$ cat config.mk
export PLATFORM = sky130hd
export DESIGN_NAME = motor_pwm_mode_controller_top_flat
export DESIGN_NICKNAME = d
export VERILOG_FILES = /design/src/rtl/pmc_pkg.sv /design/src/rtl/pmc_req_bus.sv /design/src/rtl/pmc_rsp_bus.sv /design/src/rtl/pmc_csr_bus.sv /design/src/rtl/motor_pwm_mode_controller_top.sv /design/src/flat_wrapper.sv
export SDC_FILE = /design/constraint.sdc
export NUM_CORES = 1
export LEC_CHECK = 0
export ABC_AREA = 1
export BUFFER_PORTS_ARGS = -buffer_cell sky130_fd_sc_hd__buf_2
export CAP_MARGIN = 20
export CORE_ASPECT_RATIO = 2
export CORE_MARGIN = 2
export CORE_UTILIZATION = 45
export CTS_CLUSTER_SIZE = 12
export DETAILED_ROUTE_END_ITERATION = 8
export PLACE_DENSITY = 0.63
export SLEW_MARGIN = 20
export SYNTH_ARGS = -nofsm -noshare
export SYNTH_HDL_FRONTEND = slang
export SYNTH_SLANG_ARGS = --single-unit
$ cat constraint.sdc
create_clock -name clock -period 5.7 [get_ports clock]
set_input_delay 1.14 -clock clock [delete_from_list [all_inputs] [get_ports clock]]
set_output_delay 1.14 -clock clock [all_outputs]
set_load 0.005 [all_outputs]
$ cat src/rtl/pmc_pkg.sv
// Package for the motor PWM mode controller: event codes, register indexes,
// reset values and the result type. No dependencies.
`timescale 1ns / 1ps

package pmc_pkg;

   localparam int LEVELS_DEFAULT = 6;

   localparam int CSR_INDEX_W = 3;

   localparam logic [1:0] OP_TICK  = 2'd0;
   localparam logic [1:0] OP_BYTE  = 2'd1;
   localparam logic [1:0] OP_ERROR = 2'd2;

   localparam logic [CSR_INDEX_W-1:0] REG_MIN_DUTY      = 3'd0;
   localparam logic [CSR_INDEX_W-1:0] REG_FRAME_TIMEOUT = 3'd1;
   localparam logic [CSR_INDEX_W-1:0] REG_BUTTON_PERIOD = 3'd2;
   localparam logic [CSR_INDEX_W-1:0] REG_DURATION_PER  = 3'd3;
   localparam logic [CSR_INDEX_W-1:0] REG_TONE_PRESCALE = 3'd4;
   localparam logic [CSR_INDEX_W-1:0] REG_FIRST_BEEP    = 3'd5;
   localparam logic [CSR_INDEX_W-1:0] REG_SECOND_BEEP   = 3'd6;

   localparam logic [7:0] MIN_DUTY_RESET      = 8'd32;
   localparam logic [7:0] FRAME_TIMEOUT_RESET = 8'd10;
   localparam logic [7:0] BUTTON_PERIOD_RESET = 8'd32;
   localparam logic [7:0] DURATION_PER_RESET  = 8'd8;
   localparam logic [7:0] TONE_PRESCALE_RESET = 8'd20;
   localparam logic [7:0] FIRST_BEEP_RESET    = 8'd40;
   localparam logic [7:0] SECOND_BEEP_RESET   = 8'd30;

   localparam logic [7:0] FRAME_START      = 8'h01;
   localparam logic [7:0] DURATION_FOREVER = 8'hFF;
   localparam logic [2:0] BEEP_TICKS       = 3'd5;

   localparam logic [1:0] BUTTONS_NONE = 2'b00;
   localparam logic [1:0] BUTTON_PLUS  = 2'b01;
   localparam logic [1:0] BUTTON_MINUS = 2'b10;
   localparam logic [1:0] BUTTONS_BOTH = 2'b11;

   typedef struct packed {
      logic [7:0] pwm_compare;
      logic [7:0] pwm_prescale;
      logic       counter_restart;
      logic       serial_mode;
      logic [2:0] speed_level;
   } pmc_result_type;

endpackage

$ cat src/rtl/pmc_req_bus.sv
// Request channel of the motor PWM mode controller: valid, ready and event.
// Depends on nothing.
`timescale 1ns / 1ps

interface pmc_req_bus;
   logic       valid;
   logic       ready;
   logic [1:0] op;
   logic [1:0] buttons;
   logic [7:0] data_byte;

   modport source (output valid, output op, output buttons, output data_byte, input ready);
   modport sink   (input valid, input op, input buttons, input data_byte, output ready);
endinterface

$ cat src/rtl/pmc_rsp_bus.sv
// Response channel of the motor PWM mode controller: valid, ready and result.
// Depends on nothing.
`timescale 1ns / 1ps

interface pmc_rsp_bus;
   logic       valid;
   logic       ready;
   logic [7:0] pwm_compare;
   logic [7:0] pwm_prescale;
   logic       counter_restart;
   logic       serial_mode;
   logic [2:0] speed_level;

   modport source (output valid, output pwm_compare, output pwm_prescale,
                   output counter_restart, output serial_mode, output speed_level,
                   input ready);
   modport sink   (input valid, input pwm_compare, input pwm_prescale,
                   input counter_restart, input serial_mode, input speed_level,
                   output ready);
endinterface

$ cat src/rtl/pmc_csr_bus.sv
// Register write channel of the motor PWM mode controller.
// Depends on pmc_pkg for the index width.
`timescale 1ns / 1ps

interface pmc_csr_bus;
   logic                            valid;
   logic                            ready;
   logic [pmc_pkg::CSR_INDEX_W-1:0] index;
   logic [7:0]                      data;

   modport source (output valid, output index, output data, input ready);
   modport sink   (input valid, input index, input data, output ready);
endinterface

$ cat src/rtl/motor_pwm_mode_controller_top.sv
// Motor PWM mode controller: button/serial mode logic, registers, output queue.
// Depends on pmc_pkg and the pmc_req_bus, pmc_rsp_bus and pmc_csr_bus interfaces.
//
//   channel  | dir | handshake     | content
//   req_bus  | in  | valid / ready | op, buttons, data_byte
//   rsp_bus  | out | valid / ready | compare, prescale, restart, mode, level
//   csr_bus  | in  | valid / ready | register index, write data
//
// One request per cycle while req_bus is ready; each accepted request updates all
// state and registers its response in the output register, or in the skid if full.
// Two response slots (output register plus skid) keep req_bus ready while one
// response waits; ready drops only when both are full.
// Synchronous active-high reset restores register defaults and clears state.
// csr_bus is always ready.
`timescale 1ns / 1ps

module motor_pwm_mode_controller_top #(
   parameter int LEVELS = pmc_pkg::LEVELS_DEFAULT
) (
   input  logic       clock,
   input  logic       reset,
   pmc_req_bus.sink   req_bus,
   pmc_rsp_bus.source rsp_bus,
   pmc_csr_bus.sink   csr_bus
);

   localparam int LVL_W = (LEVELS > 2) ? $clog2(LEVELS) : 1;
   localparam logic [LVL_W-1:0] LVL_TOP = LVL_W'(LEVELS - 1);

   function automatic logic [7:0] duty_of(input logic [LVL_W-1:0] lvl);
      logic [9:0] v;
      v = 10'h080 + ((10'(lvl) - 10'd1) << 5);
      if (lvl == '0) begin
         duty_of = 8'h00;
      end else if (lvl >= LVL_TOP) begin
         duty_of = 8'hFF;
      end else if (v > 10'h0FF) begin
         duty_of = 8'hFF;
      end else begin
         duty_of = v[7:0];
      end
   endfunction

   logic [7:0] min_duty_ff, frame_timeout_ff, button_period_ff, duration_per_ff;
   logic [7:0] tone_prescale_ff, first_beep_ff, second_beep_ff;

   logic             mode_ff, mode_in;
   logic [LVL_W-1:0] level_ff, level_in;
   logic [1:0]       prev_buttons_ff, prev_buttons_in;
   logic             release_seen_ff, release_seen_in;
   logic [2:0]       beep_timer_ff, beep_timer_in;
   logic [1:0]       beeps_left_ff, beeps_left_in;
   logic [7:0]       button_count_ff, button_count_in;
   logic [7:0]       duration_count_ff, duration_count_in;
   logic [7:0]       duration_left_ff, duration_left_in;
   logic [7:0]       compare_ff, compare_in;
   logic [7:0]       prescale_ff, prescale_in;
   logic [7:0]       frame0_ff, frame0_in, frame1_ff, frame1_in, frame2_ff, frame2_in;
   logic [1:0]       frame_pos_ff, frame_pos_in;
   logic [7:0]       byte_timeout_ff, byte_timeout_in;

   logic [1:0]       fresh;
   logic             restart;
   logic [7:0]       serial_compare;

   pmc_pkg::pmc_result_type result;
   pmc_pkg::pmc_result_type out_ff, out_in, skid_ff, skid_in;
   logic                    out_valid_ff, out_valid_in, skid_valid_ff, skid_valid_in;

   logic accept, pop;

   assign req_bus.ready = !skid_valid_ff;
   assign csr_bus.ready = 1'b1;
   assign accept        = req_bus.valid && !skid_valid_ff;
   assign pop           = out_valid_ff && rsp_bus.ready;

   always_ff @(posedge clock) begin
      if (reset) begin
         min_duty_ff      <= pmc_pkg::MIN_DUTY_RESET;
         frame_timeout_ff <= pmc_pkg::FRAME_TIMEOUT_RESET;
         button_period_ff <= pmc_pkg::BUTTON_PERIOD_RESET;
         duration_per_ff  <= pmc_pkg::DURATION_PER_RESET;
         tone_prescale_ff <= pmc_pkg::TONE_PRESCALE_RESET;
         first_beep_ff    <= pmc_pkg::FIRST_BEEP_RESET;
         second_beep_ff   <= pmc_pkg::SECOND_BEEP_RESET;
      end else if (csr_bus.valid) begin
         unique case (csr_bus.index)
            pmc_pkg::REG_MIN_DUTY:      min_duty_ff      <= csr_bus.data;
            pmc_pkg::REG_FRAME_TIMEOUT: frame_timeout_ff <= csr_bus.data;
            pmc_pkg::REG_BUTTON_PERIOD: button_period_ff <= csr_bus.data;
            pmc_pkg::REG_DURATION_PER:  duration_per_ff  <= csr_bus.data;
            pmc_pkg::REG_TONE_PRESCALE: tone_prescale_ff <= csr_bus.data;
            pmc_pkg::REG_FIRST_BEEP:    first_beep_ff    <= csr_bus.data;
            pmc_pkg::REG_SECOND_BEEP:   second_beep_ff   <= csr_bus.data;
            default: ;
         endcase
      end
   end

   always_comb begin
      mode_in           = mode_ff;
      level_in          = level_ff;
      prev_buttons_in   = prev_buttons_ff;
      release_seen_in   = release_seen_ff;
      beep_timer_in     = beep_timer_ff;
      beeps_left_in     = beeps_left_ff;
      button_count_in   = button_count_ff;
      duration_count_in = duration_count_ff;
      duration_left_in  = duration_left_ff;
      compare_in        = compare_ff;
      prescale_in       = prescale_ff;
      frame0_in         = frame0_ff;
      frame1_in         = frame1_ff;
      frame2_in         = frame2_ff;
      frame_pos_in      = frame_pos_ff;
      byte_timeout_in   = byte_timeout_ff;
      restart           = 1'b0;
      fresh             = '0;
      serial_compare    = (frame1_ff < min_duty_ff) ? min_duty_ff : frame1_ff;

      unique case (req_bus.op)
         pmc_pkg::OP_TICK: begin
            if (button_count_ff != 8'hFF) button_count_in = button_count_ff + 8'd1;
            if (duration_count_ff != 8'hFF) duration_count_in = duration_count_ff + 8'd1;
            if (byte_timeout_ff != 8'd0) byte_timeout_in = byte_timeout_ff - 8'd1;
         end
         pmc_pkg::OP_BYTE: begin
            if (frame_pos_ff == 2'd0) frame0_in = req_bus.data_byte;
            if (frame_pos_ff == 2'd1) frame1_in = req_bus.data_byte;
            if (frame_pos_ff == 2'd2) frame2_in = req_bus.data_byte;
            frame_pos_in    = frame_pos_ff + 2'd1;
            byte_timeout_in = frame_timeout_ff;
         end
         pmc_pkg::OP_ERROR: frame_pos_in = 2'd0;
         default: ;
      endcase

      if (byte_timeout_in == 8'd0) frame_pos_in = 2'd0;

      if (mode_ff) begin
         if (req_bus.op == pmc_pkg::OP_BYTE && frame_pos_in == 2'd3) begin
            frame_pos_in = 2'd0;
            if (frame0_ff == pmc_pkg::FRAME_START && beep_timer_ff == 3'd0) begin
               compare_in        = serial_compare;
               duration_left_in  = frame2_in;
               duration_count_in = 8'd0;
               restart           = 1'b1;
            end
         end
      end else begin
         frame_pos_in = 2'd0;
      end

      if (req_bus.op == pmc_pkg::OP_TICK) begin
         if (button_count_in >= button_period_ff) begin
            button_count_in = 8'd0;
            if (beep_timer_ff != 3'd0) begin
               if (beep_timer_ff == 3'd1) begin
                  prescale_in = 8'd0;
                  compare_in  = 8'd0;
                  if (beeps_left_ff == 2'd2) begin
                     beep_timer_in = pmc_pkg::BEEP_TICKS;
                     beeps_left_in = 2'd1;
                  end else if (beeps_left_ff == 2'd1) begin
                     prescale_in   = tone_prescale_ff;
                     compare_in    = second_beep_ff;
                     beep_timer_in = pmc_pkg::BEEP_TICKS;
                     beeps_left_in = 2'd0;
                  end
               end
               beep_timer_in = beep_timer_in - 3'd1;
            end
            fresh           = (prev_buttons_ff ^ req_bus.buttons) & req_bus.buttons;
            prev_buttons_in = req_bus.buttons;
            if (req_bus.buttons == pmc_pkg::BUTTONS_NONE) release_seen_in = 1'b1;
            if (req_bus.buttons == pmc_pkg::BUTTONS_BOTH && release_seen_in) begin
               release_seen_in = 1'b0;
               mode_in         = !mode_ff;
               level_in        = '0;
               beep_timer_in   = pmc_pkg::BEEP_TICKS;
               beeps_left_in   = mode_in ? 2'd2 : 2'd0;
               prescale_in     = tone_prescale_ff;
               compare_in      = first_beep_ff;
            end else if (fresh == pmc_pkg::BUTTON_PLUS) begin
               if (level_ff < LVL_TOP) level_in = level_ff + 1'b1;
            end else if (fresh == pmc_pkg::BUTTON_MINUS) begin
               if (level_ff != '0) level_in = level_ff - 1'b1;
            end
            if (!mode_in && beep_timer_in == 3'd0) compare_in = duty_of(level_in);
         end
         if (duration_count_in >= duration_per_ff) begin
            duration_count_in = 8'd0;
            if (mode_in && beep_timer_in == 3'd0) begin
               if (duration_left_in == 8'd0) begin
                  compare_in = 8'd0;
               end else if (duration_left_in != pmc_pkg::DURATION_FOREVER) begin
                  duration_left_in = duration_left_in - 8'd1;
               end
            end
         end
      end

      result.pwm_compare     = compare_in;
      result.pwm_prescale    = prescale_in;
      result.counter_restart = restart;
      result.serial_mode     = mode_in;
      result.speed_level     = 3'(level_in);
   end

   always_ff @(posedge clock) begin
      if (reset) begin
         mode_ff           <= 1'b0;
         level_ff          <= '0;
         prev_buttons_ff   <= '0;
         release_seen_ff   <= 1'b0;
         beep_timer_ff     <= '0;
         beeps_left_ff     <= '0;
         button_count_ff   <= '0;
         duration_count_ff <= '0;
         duration_left_ff  <= '0;
         compare_ff        <= '0;
         prescale_ff       <= '0;
         frame0_ff         <= '0;
         frame1_ff         <= '0;
         frame2_ff         <= '0;
         frame_pos_ff      <= '0;
         byte_timeout_ff   <= '0;
      end else if (accept) begin
         mode_ff           <= mode_in;
         level_ff          <= level_in;
         prev_buttons_ff   <= prev_buttons_in;
         release_seen_ff   <= release_seen_in;
         beep_timer_ff     <= beep_timer_in;
         beeps_left_ff     <= beeps_left_in;
         button_count_ff   <= button_count_in;
         duration_count_ff <= duration_count_in;
         duration_left_ff  <= duration_left_in;
         compare_ff        <= compare_in;
         prescale_ff       <= prescale_in;
         frame0_ff         <= frame0_in;
         frame1_ff         <= frame1_in;
         frame2_ff         <= frame2_in;
         frame_pos_ff      <= frame_pos_in;
         byte_timeout_ff   <= byte_timeout_in;
      end
   end

   always_comb begin
      out_in        = out_ff;
      out_valid_in  = out_valid_ff;
      skid_in       = skid_ff;
      skid_valid_in = skid_valid_ff;
      if (skid_valid_ff) begin
         if (pop) begin
            out_in        = skid_ff;
            skid_valid_in = 1'b0;
         end
      end else if (accept) begin
         if (!out_valid_ff || pop) begin
            out_in       = result;
            out_valid_in = 1'b1;
         end else begin
            skid_in       = result;
            skid_valid_in = 1'b1;
         end
      end else if (pop) begin
         out_valid_in = 1'b0;
      end
   end

   always_ff @(posedge clock) begin
      if (reset) begin
         out_valid_ff  <= 1'b0;
         skid_valid_ff <= 1'b0;
      end else begin
         out_valid_ff  <= out_valid_in;
         skid_valid_ff <= skid_valid_in;
      end
   end

   always_ff @(posedge clock) begin
      out_ff  <= out_in;
      skid_ff <= skid_in;
   end

   assign rsp_bus.valid           = out_valid_ff;
   assign rsp_bus.pwm_compare     = out_ff.pwm_compare;
   assign rsp_bus.pwm_prescale    = out_ff.pwm_prescale;
   assign rsp_bus.counter_restart = out_ff.counter_restart;
   assign rsp_bus.serial_mode     = out_ff.serial_mode;
   assign rsp_bus.speed_level     = out_ff.speed_level;

endmodule

$ cat src/flat_wrapper.sv
// flat-port wrapper written by rule: the top's interface ports become plain ports
module motor_pwm_mode_controller_top_flat 
#(
   parameter int LEVELS = pmc_pkg::LEVELS_DEFAULT
)
  (clock, reset, req_bus_valid, req_bus_op, req_bus_buttons, req_bus_data_byte, req_bus_ready, rsp_bus_valid, rsp_bus_pwm_compare, rsp_bus_pwm_prescale, rsp_bus_counter_restart, rsp_bus_serial_mode, rsp_bus_speed_level, rsp_bus_ready, csr_bus_valid, csr_bus_index, csr_bus_data, csr_bus_ready);
  pmc_req_bus req_bus_i ();
  pmc_rsp_bus rsp_bus_i ();
  pmc_csr_bus csr_bus_i ();
  input  logic clock;
  input  logic reset;
  input wire logic [$bits(req_bus_i.valid)-1:0] req_bus_valid;
  input wire logic [$bits(req_bus_i.op)-1:0] req_bus_op;
  input wire logic [$bits(req_bus_i.buttons)-1:0] req_bus_buttons;
  input wire logic [$bits(req_bus_i.data_byte)-1:0] req_bus_data_byte;
  output wire logic [$bits(req_bus_i.ready)-1:0] req_bus_ready;
  output wire logic [$bits(rsp_bus_i.valid)-1:0] rsp_bus_valid;
  output wire logic [$bits(rsp_bus_i.pwm_compare)-1:0] rsp_bus_pwm_compare;
  output wire logic [$bits(rsp_bus_i.pwm_prescale)-1:0] rsp_bus_pwm_prescale;
  output wire logic [$bits(rsp_bus_i.counter_restart)-1:0] rsp_bus_counter_restart;
  output wire logic [$bits(rsp_bus_i.serial_mode)-1:0] rsp_bus_serial_mode;
  output wire logic [$bits(rsp_bus_i.speed_level)-1:0] rsp_bus_speed_level;
  input wire logic [$bits(rsp_bus_i.ready)-1:0] rsp_bus_ready;
  input wire logic [$bits(csr_bus_i.valid)-1:0] csr_bus_valid;
  input wire logic [$bits(csr_bus_i.index)-1:0] csr_bus_index;
  input wire logic [$bits(csr_bus_i.data)-1:0] csr_bus_data;
  output wire logic [$bits(csr_bus_i.ready)-1:0] csr_bus_ready;
  assign req_bus_i.valid = req_bus_valid;
  assign req_bus_i.op = req_bus_op;
  assign req_bus_i.buttons = req_bus_buttons;
  assign req_bus_i.data_byte = req_bus_data_byte;
  assign req_bus_ready = req_bus_i.ready;
  assign rsp_bus_valid = rsp_bus_i.valid;
  assign rsp_bus_pwm_compare = rsp_bus_i.pwm_compare;
  assign rsp_bus_pwm_prescale = rsp_bus_i.pwm_prescale;
  assign rsp_bus_counter_restart = rsp_bus_i.counter_restart;
  assign rsp_bus_serial_mode = rsp_bus_i.serial_mode;
  assign rsp_bus_speed_level = rsp_bus_i.speed_level;
  assign rsp_bus_i.ready = rsp_bus_ready;
  assign csr_bus_i.valid = csr_bus_valid;
  assign csr_bus_i.index = csr_bus_index;
  assign csr_bus_i.data = csr_bus_data;
  assign csr_bus_ready = csr_bus_i.ready;
  motor_pwm_mode_controller_top #(.LEVELS(LEVELS)) u_core (.clock(clock), .reset(reset), .req_bus(req_bus_i), .rsp_bus(rsp_bus_i), .csr_bus(csr_bus_i));
endmodule
==> results of run 1 <==
==> layout make-up <==
cell class	instances	area share [%]
timing repair buffer	62	3.04
multi-input combinational	1001	45.8
inverter	180	6.03
clock buffer	20	4.17
sequential	186	37.0
tap	280	3.12
clock inverter	12	0.893
==> cells in the mapped netlist, types with 3 or more instances <==
cell      instances
nor2_2           12
or2_2             3
buf_2             8
ha_1             43
nor2_4            8
buf_6             3
inv_1           174
nor3_1            8
nand2_2          23
o21ai_0         147
a22oi_1           4
a21oi_1         112
dfxtp_1         144
a211oi_1          4
nor4_1            3
nand4_1          20
o211ai_1         10
clkbuf_1         41
nand2_1         316
inv_2             5
nand2_4           4
xor2_1            8
nor2_1          165
nand3_1          61
edfxtp_1         42
mux2i_1           4
a32oi_1           8
o21ai_1           9
==> worst max-delay path by stage <==
stage	cells past startpoint	start	slack, ns	end
2_1_floorplan	26	req_bus_op[0]	1.52	u_core.duration_left_ff[4]
3_3_place_gp	19	req_bus_op[1]	0.73	u_core.beeps_left_ff[0]
3_5_place_dp	18	req_bus_op[1]	0.67	u_core.beeps_left_ff[0]
4_1_cts	21	req_bus_op[1]	1.13	u_core.rsp_bus.pwm_compare[6]
5_1_grt	21	req_bus_op[1]	0.55	u_core.rsp_bus.pwm_compare[6]
6_report	18	req_bus_op[1]	1.10	u_core.beeps_left_ff[0]
==> cells by family (layout without fill, tap and decap cells) <==
group                    count (synthesis)  count (layout)  share of synthesized area (%)
AO/OA/AOI/OAI                          309             309                           16.3
AND/OR/NAND/NOR                        635             635                           27.5
adder cells (fa/ha/maj)                 43              43                           5.27
buffers and inverters                  236             274                           9.19
multiplexers                             4               4                          0.392
flip-flops                             186             186                           40.6
XOR/XNOR                                 9               9                          0.772
other                                    1               1                         0.0367
==> tightest hold or removal path, delay by kind of cell (launching register included) <==
kind | cells | cell delay (ns)
DFF | 1 | 0.30
buffers and inverters | 1 | 0.06
AOI/OAI and AO/OA | 1 | 0.06
==> layer usage <==
metal | wire, um | global-route usage, %
met5 | 0 | 0
met3 | 1060 | 3.12
met2 | 13000 | 39.3
met1 | 11200 | 26.2
met4 | 831 | 9.75
==> metrics by stage <==
step	total power, W	cells	utilization [%]	area [um2]
2_1_floorplan	0.00176	1423	-	10200
3_3_place_gp	0.00188	1709	47.4	10600
3_5_place_dp	0.00189	1709	47.4	10600
4_1_cts	0.00304	1741	49.9	11200
5_1_grt	0.00316	1741	49.9	11200
6_report	0.00301	1741	49.9	11200
==> where the power goes <==
group | switching, W | internal (W)
Combinational | 0.000273 | 0.000135
Sequential | 0.0000394 | 0.00141
Clock | 0.000544 | 0.000609
==> flow_metrics.tcl, run 1 <==
set metrics [dict create \
    outcome "completed" \
    tightest_slew_ns 0.983 \
    grt_pass1_vias 8840 \
    path_common_cell "nand2_1" \
    largest_reg_flops 21 \
    ios 52 \
    async_flop_share_pct 0 \
    hold_depth 2 \
    seqCellArea_mm2 0.00415 \
    routed-via-count 9141 \
    slowest_stage "inv_1" \
    dieArea_mm2 0.0240 \
    drc 0 \
    wl_per_cell_um 15.0 \
    grt_max_degree 61 \
    dp_slack_ns 0.668 \
    ant_nets 0 \
    layout_common_cells "nand2_1 (316), inv_1 (172), nor2_1 (165), o21ai_0 (147), dfxtp_1 (143)" \
    hold_start "u_core.button_period_ff[2]" \
    rr_worst_depth 21 \
    diodes 0 \
    path_cells "buf_2 -> inv_1 -> ha_1 -> inv_2 -> nor4_1 -> a2bb2oi_1 -> ha_1 -> nand2_1 -> nor2_1 -> nand4_1 -> nand3_1 -> buf_4 -> nand2_1 -> inv_1 -> nand2_1 -> a21o_1 -> a21oi_1 -> a211oi_1" \
    layout_min_cycle_time_ns 4.60 \
    r2r_end "u_core.beeps_left_ff[0]" \
    cts_setup_buffers 0 \
    drtPass1Iterations 5 \
    ys_warn_count 0 \
    powerDensity_mw_per_mm2 269 \
    final_common_cell "nand2_1" \
    synth_cell_types 54 \
    whs_ns 0.462 \
    place_congestion 0.869 \
    multi_input_area_mm2 0.00513 \
    htreeDepth 4 \
    yosys.area.top_type "dfxtp_1" \
    r2r_setup_slack_ns 1.20 \
    critical_path_buf_inv_count 5 \
    min_period_over_period_pct 80.8 \
    syn_nets 1494 \
    avgSynthCellArea_um2 7.18 \
    tns_ns 0 \
    cp-end-kind "flop" \
    start_kind "input pin" \
    die_height_um 217 \
    totalWireLength_um 26100 \
    rsz0062_at_grt "no" \
    synth_area_mm2 0.0102 \
    cp.arrival_ns 4.92 \
    synth_area_leaders "dfxtp_1 (28%), edfxtp_1 (12%), nand2_1 (12%)" \
    start_util_pct 45.5 \
    r2r_start "u_core.button_count_ff[0]" \
    synth_top_flop_cell "dfxtp_1" \
    clk_latency_ns 0.45 \
    ys_seq_elements 186 \
    fin_worst_skew_ns 0.0120 \
    drv_slew 0 \
    cp_slowest_stage_delay_ns 0.64 \
    die_w_um 111 \
    drt_iter0_markers 628 \
    cts_tree "yes" \
    hold_viol 0 \
    max_flop_register "u_core.skid_ff" \
    critPathKind "in2reg" \
    dpl.hpwl_um 18900 \
    fin_ws_ns 1.10 \
    slew-limit-headroom_pct 34.5 \
    coreArea_mm2 0.0224 \
    p_leak_nw 5.12 \
    fmax_mhz 217 \
    synthCells 1423 \
    cp_max_fo 24 \
    yosysSeqAreaShare_pct 40.6 \
    overflow 0 \
    viasPerCell 5.25 \
    whs_endpoint "u_core.button_period_ff[2]" \
    ir_worst_vdd_uv 293 \
    critPathRequiredTime_ns 6.02 \
    numCtsBuffers 17 \
    final_layout_size_suffix_gt1_share_pct 11.1 \
    antenna_found_initial 0 \
    cts_hold_buffers 0 \
    synth_edf_count 42 \
    portBuffers 50 \
    track_usage_pct 22.0 \
    rows 78 \
    grt_pass1_wl_um 42800 \
    cts-root-buf "clkbuf_16" \
    cap_violations 0 \
    critical_path.top_delay_family "simple AND/OR/NAND/NOR gates" \
    nFillCells 2243 \
    cts_resized 0 \
    setup_viol 0 \
    areaGrowthSynthToFinish_pct 9.76 \
    post-synth-top-area-fraction_pct 28.2 \
    hold_path.class "reg2reg" \
    fin_nets 1519 \
    path_clk_slew_ns 0.07 \
    clockBufferDepth 2 \
    cts.sinks 186 \
]
(Power assumes the default switching activity.)
==> inputs of run 2 (changes only) <==
--- a/config.mk
+++ b/config.mk
@@ -13,7 +13,7 @@
 export CORE_UTILIZATION = 45
 export CTS_CLUSTER_SIZE = 12
 export DETAILED_ROUTE_END_ITERATION = 8
-export PLACE_DENSITY = 0.63
+export PLACE_DENSITY = 0.65
 export SLEW_MARGIN = 20
 export SYNTH_ARGS = -nofsm -noshare
 export SYNTH_HDL_FRONTEND = slang
==> constraint.sdc (replaced) <==
create_clock -name clock -period 3.84 [get_ports clock]
set_input_delay 0.768 -clock clock [delete_from_list [all_inputs] [get_ports clock]]
set_output_delay 0.768 -clock clock [all_outputs]
set_load 0.005 [all_outputs]
==> flow_metrics.tcl, run 2 (synthesized netlist as in run 1, its figures left out) <==
set metrics [dict create \
    diodes 0 \
    max_flop_register "u_core.skid_ff" \
    rows 78 \
    p_leak_nw 5.42 \
    start_kind "input pin" \
    critPathRequiredTime_ns 4.16 \
    path_clk_slew_ns 0.07 \
    grt_max_degree 74 \
    hold_start "u_core.first_beep_ff[6]" \
    fmax_mhz 282 \
    ir_worst_vdd_uv 366 \
    critical_path.top_delay_family "simple AND/OR/NAND/NOR gates" \
    areaGrowthSynthToFinish_pct 14.7 \
    hold_path.class "reg2reg" \
    ant_nets 0 \
    tightest_slew_ns 0.823 \
    drc 0 \
    drv_slew 0 \
    cts-root-buf "clkbuf_16" \
    place_congestion 0.856 \
    cts.sinks 186 \
    critical_path_buf_inv_count 6 \
    clockBufferDepth 2 \
    critical_path_depth 25 \
    overflow 0 \
    die_height_um 217 \
    rr_worst_depth 26 \
    numCtsBuffers 17 \
    powerDensity_mw_per_mm2 387 \
    cp-end-kind "flop" \
    antenna_found_initial 0 \
    cap_violations 0 \
    cp_slowest_stage_delay_ns 0.24 \
    slowest_stage "ha_1" \
    portBuffers 50 \
    dpl.hpwl_um 18600 \
    viasPerCell 5.24 \
    r2r_end "u_core.rsp_bus.pwm_compare[5]" \
    routed-via-count 9400 \
    r2r_start "u_core.byte_timeout_ff[0]" \
    ios 52 \
    hold_depth 2 \
    drt_iter0_markers 593 \
    cp_max_fo 12 \
    hold_viol 0 \
    die_w_um 111 \
    clk_latency_ns 0.44 \
    layout_min_cycle_time_ns 3.54 \
    seqCellArea_mm2 0.00414 \
    nFillCells 2207 \
    final_layout_size_suffix_gt1_share_pct 15.0 \
    totalWireLength_um 25900 \
    dp.cells 1760 \
    grt_pass1_vias 9033 \
    slew-limit-headroom_pct 45.1 \
    cp.arrival_ns 3.86 \
    wl_per_cell_um 14.4 \
    grt_pass1_wl_um 42500 \
    cts_tree "yes" \
    place_area_mm2 0.0111 \
    outcome "completed" \
    start_util_pct 45.5 \
    min_period_over_period_pct 92.2 \
    critPathKind "in2reg" \
    largest_reg_flops 21 \
    fin_nets 1573 \
    htreeDepth 4 \
    layout_common_cells "nand2_1 (315), inv_1 (171), nor2_1 (162), o21ai_0 (147), dfxtp_1 (144)" \
    drtPass1Iterations 6 \
    tns_ns 0 \
    stdcell_area_mm2 0.0117 \
    setup_viol 0 \
    r2r_setup_slack_ns 0.34 \
    multi_input_area_mm2 0.00518 \
    coreArea_mm2 0.0224 \
    stdcell_count 1795 \
    final_common_cell "nand2_1" \
    track_usage_pct 21.7 \
    fin_worst_skew_ns 0.00677 \
    whs_endpoint "u_core.first_beep_ff[6]" \
    dieArea_mm2 0.0240 \
]
==> run 2: final cells by class <==
class	count	share of cell area (%)
clock inverters	12	0.854
multi-input cells	1001	44.2
flip-flops and latches	186	35.4
repair buffers	116	6.72
inverters	180	5.76
well taps	280	2.99
clock buffers	20	4.08
==> run 2: worst max-delay path by stage <==
stage / startpoint / to / slack, ns
5_1_grt: u_core.byte_timeout_ff[0] / u_core.duration_left_ff[4] / -0.02
2_1_floorplan: req_bus_op[0] / u_core.duration_left_ff[4] / 0.03
3_5_place_dp: req_bus_op[0] / u_core.rsp_bus.pwm_compare[5] / -0.24
6_report: req_bus_op[0] / u_core.duration_left_ff[5] / 0.30
3_3_place_gp: req_bus_op[0] / u_core.rsp_bus.pwm_compare[5] / -0.13
4_1_cts: u_core.byte_timeout_ff[0] / u_core.rsp_bus.pwm_compare[5] / 0.17
==> run 2: worst register-to-register path, delay by kind of cell, from the launching register on <==
family,cells,cell delay [ns]
AND/OR/NAND/NOR,19,1.96
adder cells (fa/ha/maj),2,0.48
flip-flops,1,0.33
buffers and inverters,3,0.28
AO/OA/AOI/OAI,2,0.19
==> run 2: routing by layer <==
layer  track usage [%]  up-vias  wire length [um]
met1              25.9     4365             11200
met4              8.29        0               674
li1                  -     4811                 -
met5                 0        -                 0
met2              38.9      183             13100
met3              3.29       41               872
==> run 2: power by group <==
group | leakage, nW | internal [W] | total [W] | switching [W]
Clock | 0.285 | 0.000921 | 0.00173 | 0.000806
Sequential | 1.58 | 0.00210 | 0.00215 | 0.0000526
Combinational | 3.55 | 0.000243 | 0.000664 | 0.000421
==> run 2: timing repair <==
action / in CTS / in global routing
buffers inserted: 0 / 3
hold buffers: 0 / 0
endpoints found under the setup margin: 0 / 56
gates resized for setup: 0 / 16
==> run 2: through the flow <==
stage	power [W]	setup slack (ns)	hold slack (ns)	utilization, %
2_1_floorplan	0.00262	0.0328	0.429	-
3_3_place_gp	0.00283	-0.125	0.441	49.3
3_5_place_dp	0.00285	-0.241	0.447	49.3
4_1_cts	0.00457	0.169	0.457	51.9
5_1_grt	0.00475	-0.0174	0.493	52.2
6_report	0.00454	0.299	0.460	52.2
==> inputs of run 3 (changes only) <==
--- a/config.mk
+++ b/config.mk
@@ -13,7 +13,7 @@
 export CORE_UTILIZATION = 45
 export CTS_CLUSTER_SIZE = 12
 export DETAILED_ROUTE_END_ITERATION = 8
-export PLACE_DENSITY = 0.65
+export PLACE_DENSITY = 0.62
 export SLEW_MARGIN = 20
 export SYNTH_ARGS = -nofsm -noshare
 export SYNTH_HDL_FRONTEND = slang
==> flow_metrics.tcl, run 3 (synthesized netlist as in run 1, its figures left out) <==
set metrics [dict create \
    track_usage_pct 22.1 \
    p_seq_share_pct 47.7 \
    whs_endpoint "u_core.button_period_ff[7]" \
    path_clk_slew_ns 0.07 \
    final_common_cell "nand2_1" \
    hold_start "u_core.button_period_ff[7]" \
    min_period_over_period_pct 91.8 \
    ios 52 \
    dieArea_mm2 0.0240 \
    fin_worst_skew_ns 0.00995 \
    p_sw_share_pct 27.8 \
    critPathRequiredTime_ns 4.17 \
    hold_viol 0 \
    cp.arrival_ns 3.86 \
    comb_power_share_pct 14.6 \
    clockBufferDepth 2 \
    rsz0062_at_grt "yes" \
    totalWireLength_um 26500 \
    outcome "completed" \
    clk_latency_ns 0.44 \
    max_flop_register "u_core.skid_ff" \
    cp_max_fo 7 \
    hold_path.class "reg2reg" \
    drt_iter0_markers 560 \
    p_leak_nw 5.41 \
    grt_pass1_vias 9135 \
    r2r_start "u_core.byte_timeout_ff[0]" \
    rr_worst_depth 29 \
    antenna_found_initial 0 \
    grt_max_degree 70 \
    r2r_end "u_core.duration_left_ff[0]" \
    critPathKind "in2reg" \
    cap_violations 0 \
    drtPass1Iterations 5 \
    nFillCells 2268 \
    grt_pass1_wl_um 43500 \
    layout_common_cells "nand2_1 (316), inv_1 (169), nor2_1 (163), o21ai_0 (146), dfxtp_1 (143)" \
    place_area_mm2 0.0110 \
    cts_tree "yes" \
    tightest_slew_ns 0.853 \
    setup_viol 0 \
    ant_nets 0 \
    numCtsBuffers 17 \
    wl_per_cell_um 14.7 \
    layout_min_cycle_time_ns 3.52 \
    cts_hold_buffers 0 \
    p_int_w 0.00325 \
    stdcell_count 1796 \
    drc 0 \
    r2r_setup_slack_ns 0.35 \
    die_w_um 111 \
    die_height_um 217 \
    start_util_pct 45.5 \
    slew-limit-headroom_pct 43.1 \
    start_kind "input pin" \
    stdcell_area_mm2 0.0117 \
    cp-end-kind "flop" \
    clockPowerShare_pct 37.7 \
    final_layout_size_suffix_gt1_share_pct 14.9 \
    portBuffers 50 \
    cts.sinks 186 \
    powerDensity_mw_per_mm2 386 \
    htreeDepth 4 \
    ir_worst_vdd_uv 350 \
    place_congestion 0.889 \
    overflow 0 \
    fmax_mhz 284 \
    coreArea_mm2 0.0224 \
    routed-via-count 9449 \
    fin_nets 1574 \
    cts-root-buf "clkbuf_16" \
    p_switching_w 0.00125 \
    dpl.hpwl_um 19100 \
    dp.cells 1761 \
    diodes 0 \
    areaGrowthSynthToFinish_pct 14.4 \
    drv_slew 0 \
    rows 78 \
    hold_depth 2 \
    viasPerCell 5.26 \
    largest_reg_flops 21 \
]
[run 3: cell count changes in the layout (fill, tap and decap cells not counted), sizes merged]
cell,before,now
clkinv,2,6
bufinv,0,1
buf,116,117
clkbuf,20,19
inv,188,184
[run 3: per-stage QoR]
stage	TNS (ns)	total power (W)	utilization, %	setup slack, ns	hold WS (ns)
after floorplan	0	0.00262	-	0.0328	0.429
after global placement	-1.46	0.00283	49.2	-0.118	0.445
after detailed placement	-5.48	0.00285	49.2	-0.243	0.448
after CTS	0	0.00453	51.7	0.173	0.465
after global routing	-0.0366	0.00471	52.0	-0.0234	0.489
final	0	0.00451	52.0	0.315	0.465
[run 3: per-layer routing]
layer	vias up	GRT usage [%]	share of wire, %
met4	0	7.46	1.9
met5	-	0	0
met2	173	40.5	52
met3	41	2.95	3.0
li1	4807	-	-
met1	4428	26.5	43
[run 3: timing repair]
| item | in CTS | in global routing |
|---|---|---|
| setup buffers | 0 | 2 |
| gates resized for setup | 0 | 17 |
| setup endpoints to repair | 0 | 80 |
[run 3: worst max path at each step]
stage / slack, ns / cells after the start / end / startpoint
global route: -0.02 / 24 / u_core.rsp_bus.pwm_compare[1] / u_core.button_count_ff[1]
global placement: -0.12 / 23 / u_core.rsp_bus.pwm_compare[6] / req_bus_op[0]
finish: 0.32 / 25 / u_core.duration_left_ff[5] / req_bus_op[1]
CTS: 0.17 / 25 / u_core.rsp_bus.pwm_compare[4] / u_core.button_count_ff[0]
floorplan: 0.03 / 26 / u_core.duration_left_ff[4] / req_bus_op[0]
detailed placement: -0.24 / 24 / u_core.rsp_bus.pwm_compare[6] / req_bus_op[1]
[run 3: area by class of cell]
cell class	instances	area [um2]	area share, %
inverters	180	676	5.78
clock buffers	19	443	3.79
flip-flops and latches	186	4150	35.5
multi-input cells	1001	5180	44.4
well taps	280	350	3.00
clock inverters	13	116	0.996
repair buffers	117	767	6.57
[run 3: power by group through the flow]
| stage | Sequential [W] | Combinational [W] | Clock [W] |
|---|---|---|---|
| final | 0.00215 | 0.000660 | 0.00170 |
| after global placement | 0.00219 | 0.000635 | 0 |
| after global routing | 0.00216 | 0.000752 | 0.00180 |
| after floorplan | 0.00218 | 0.000438 | 0 |
| after CTS | 0.00215 | 0.000655 | 0.00173 |
| after detailed placement | 0.00219 | 0.000652 | 0 |
[run 3: worst max-delay path, cell delays in order]
cell and delay (ns):
buf_2 0.08, inv_1 0.05, ha_2 0.22, buf_4 0.17
a22o_1 0.23, a21oi_1 0.18, nand2_1 0.10, nor2_2 0.13
nand2_4 0.10, nand3_4 0.10, nand3_1 0.08, inv_1 0.08
ha_1 0.24, a21oi_1 0.13, nor2_1 0.05, a211oi_1 0.16
and3_4 0.22, inv_1 0.05, nand2_1 0.09, nor2_4 0.06
buf_2 0.17, o21ai_0 0.14, inv_1 0.05, a21oi_1 0.13
nor2_1 0.05
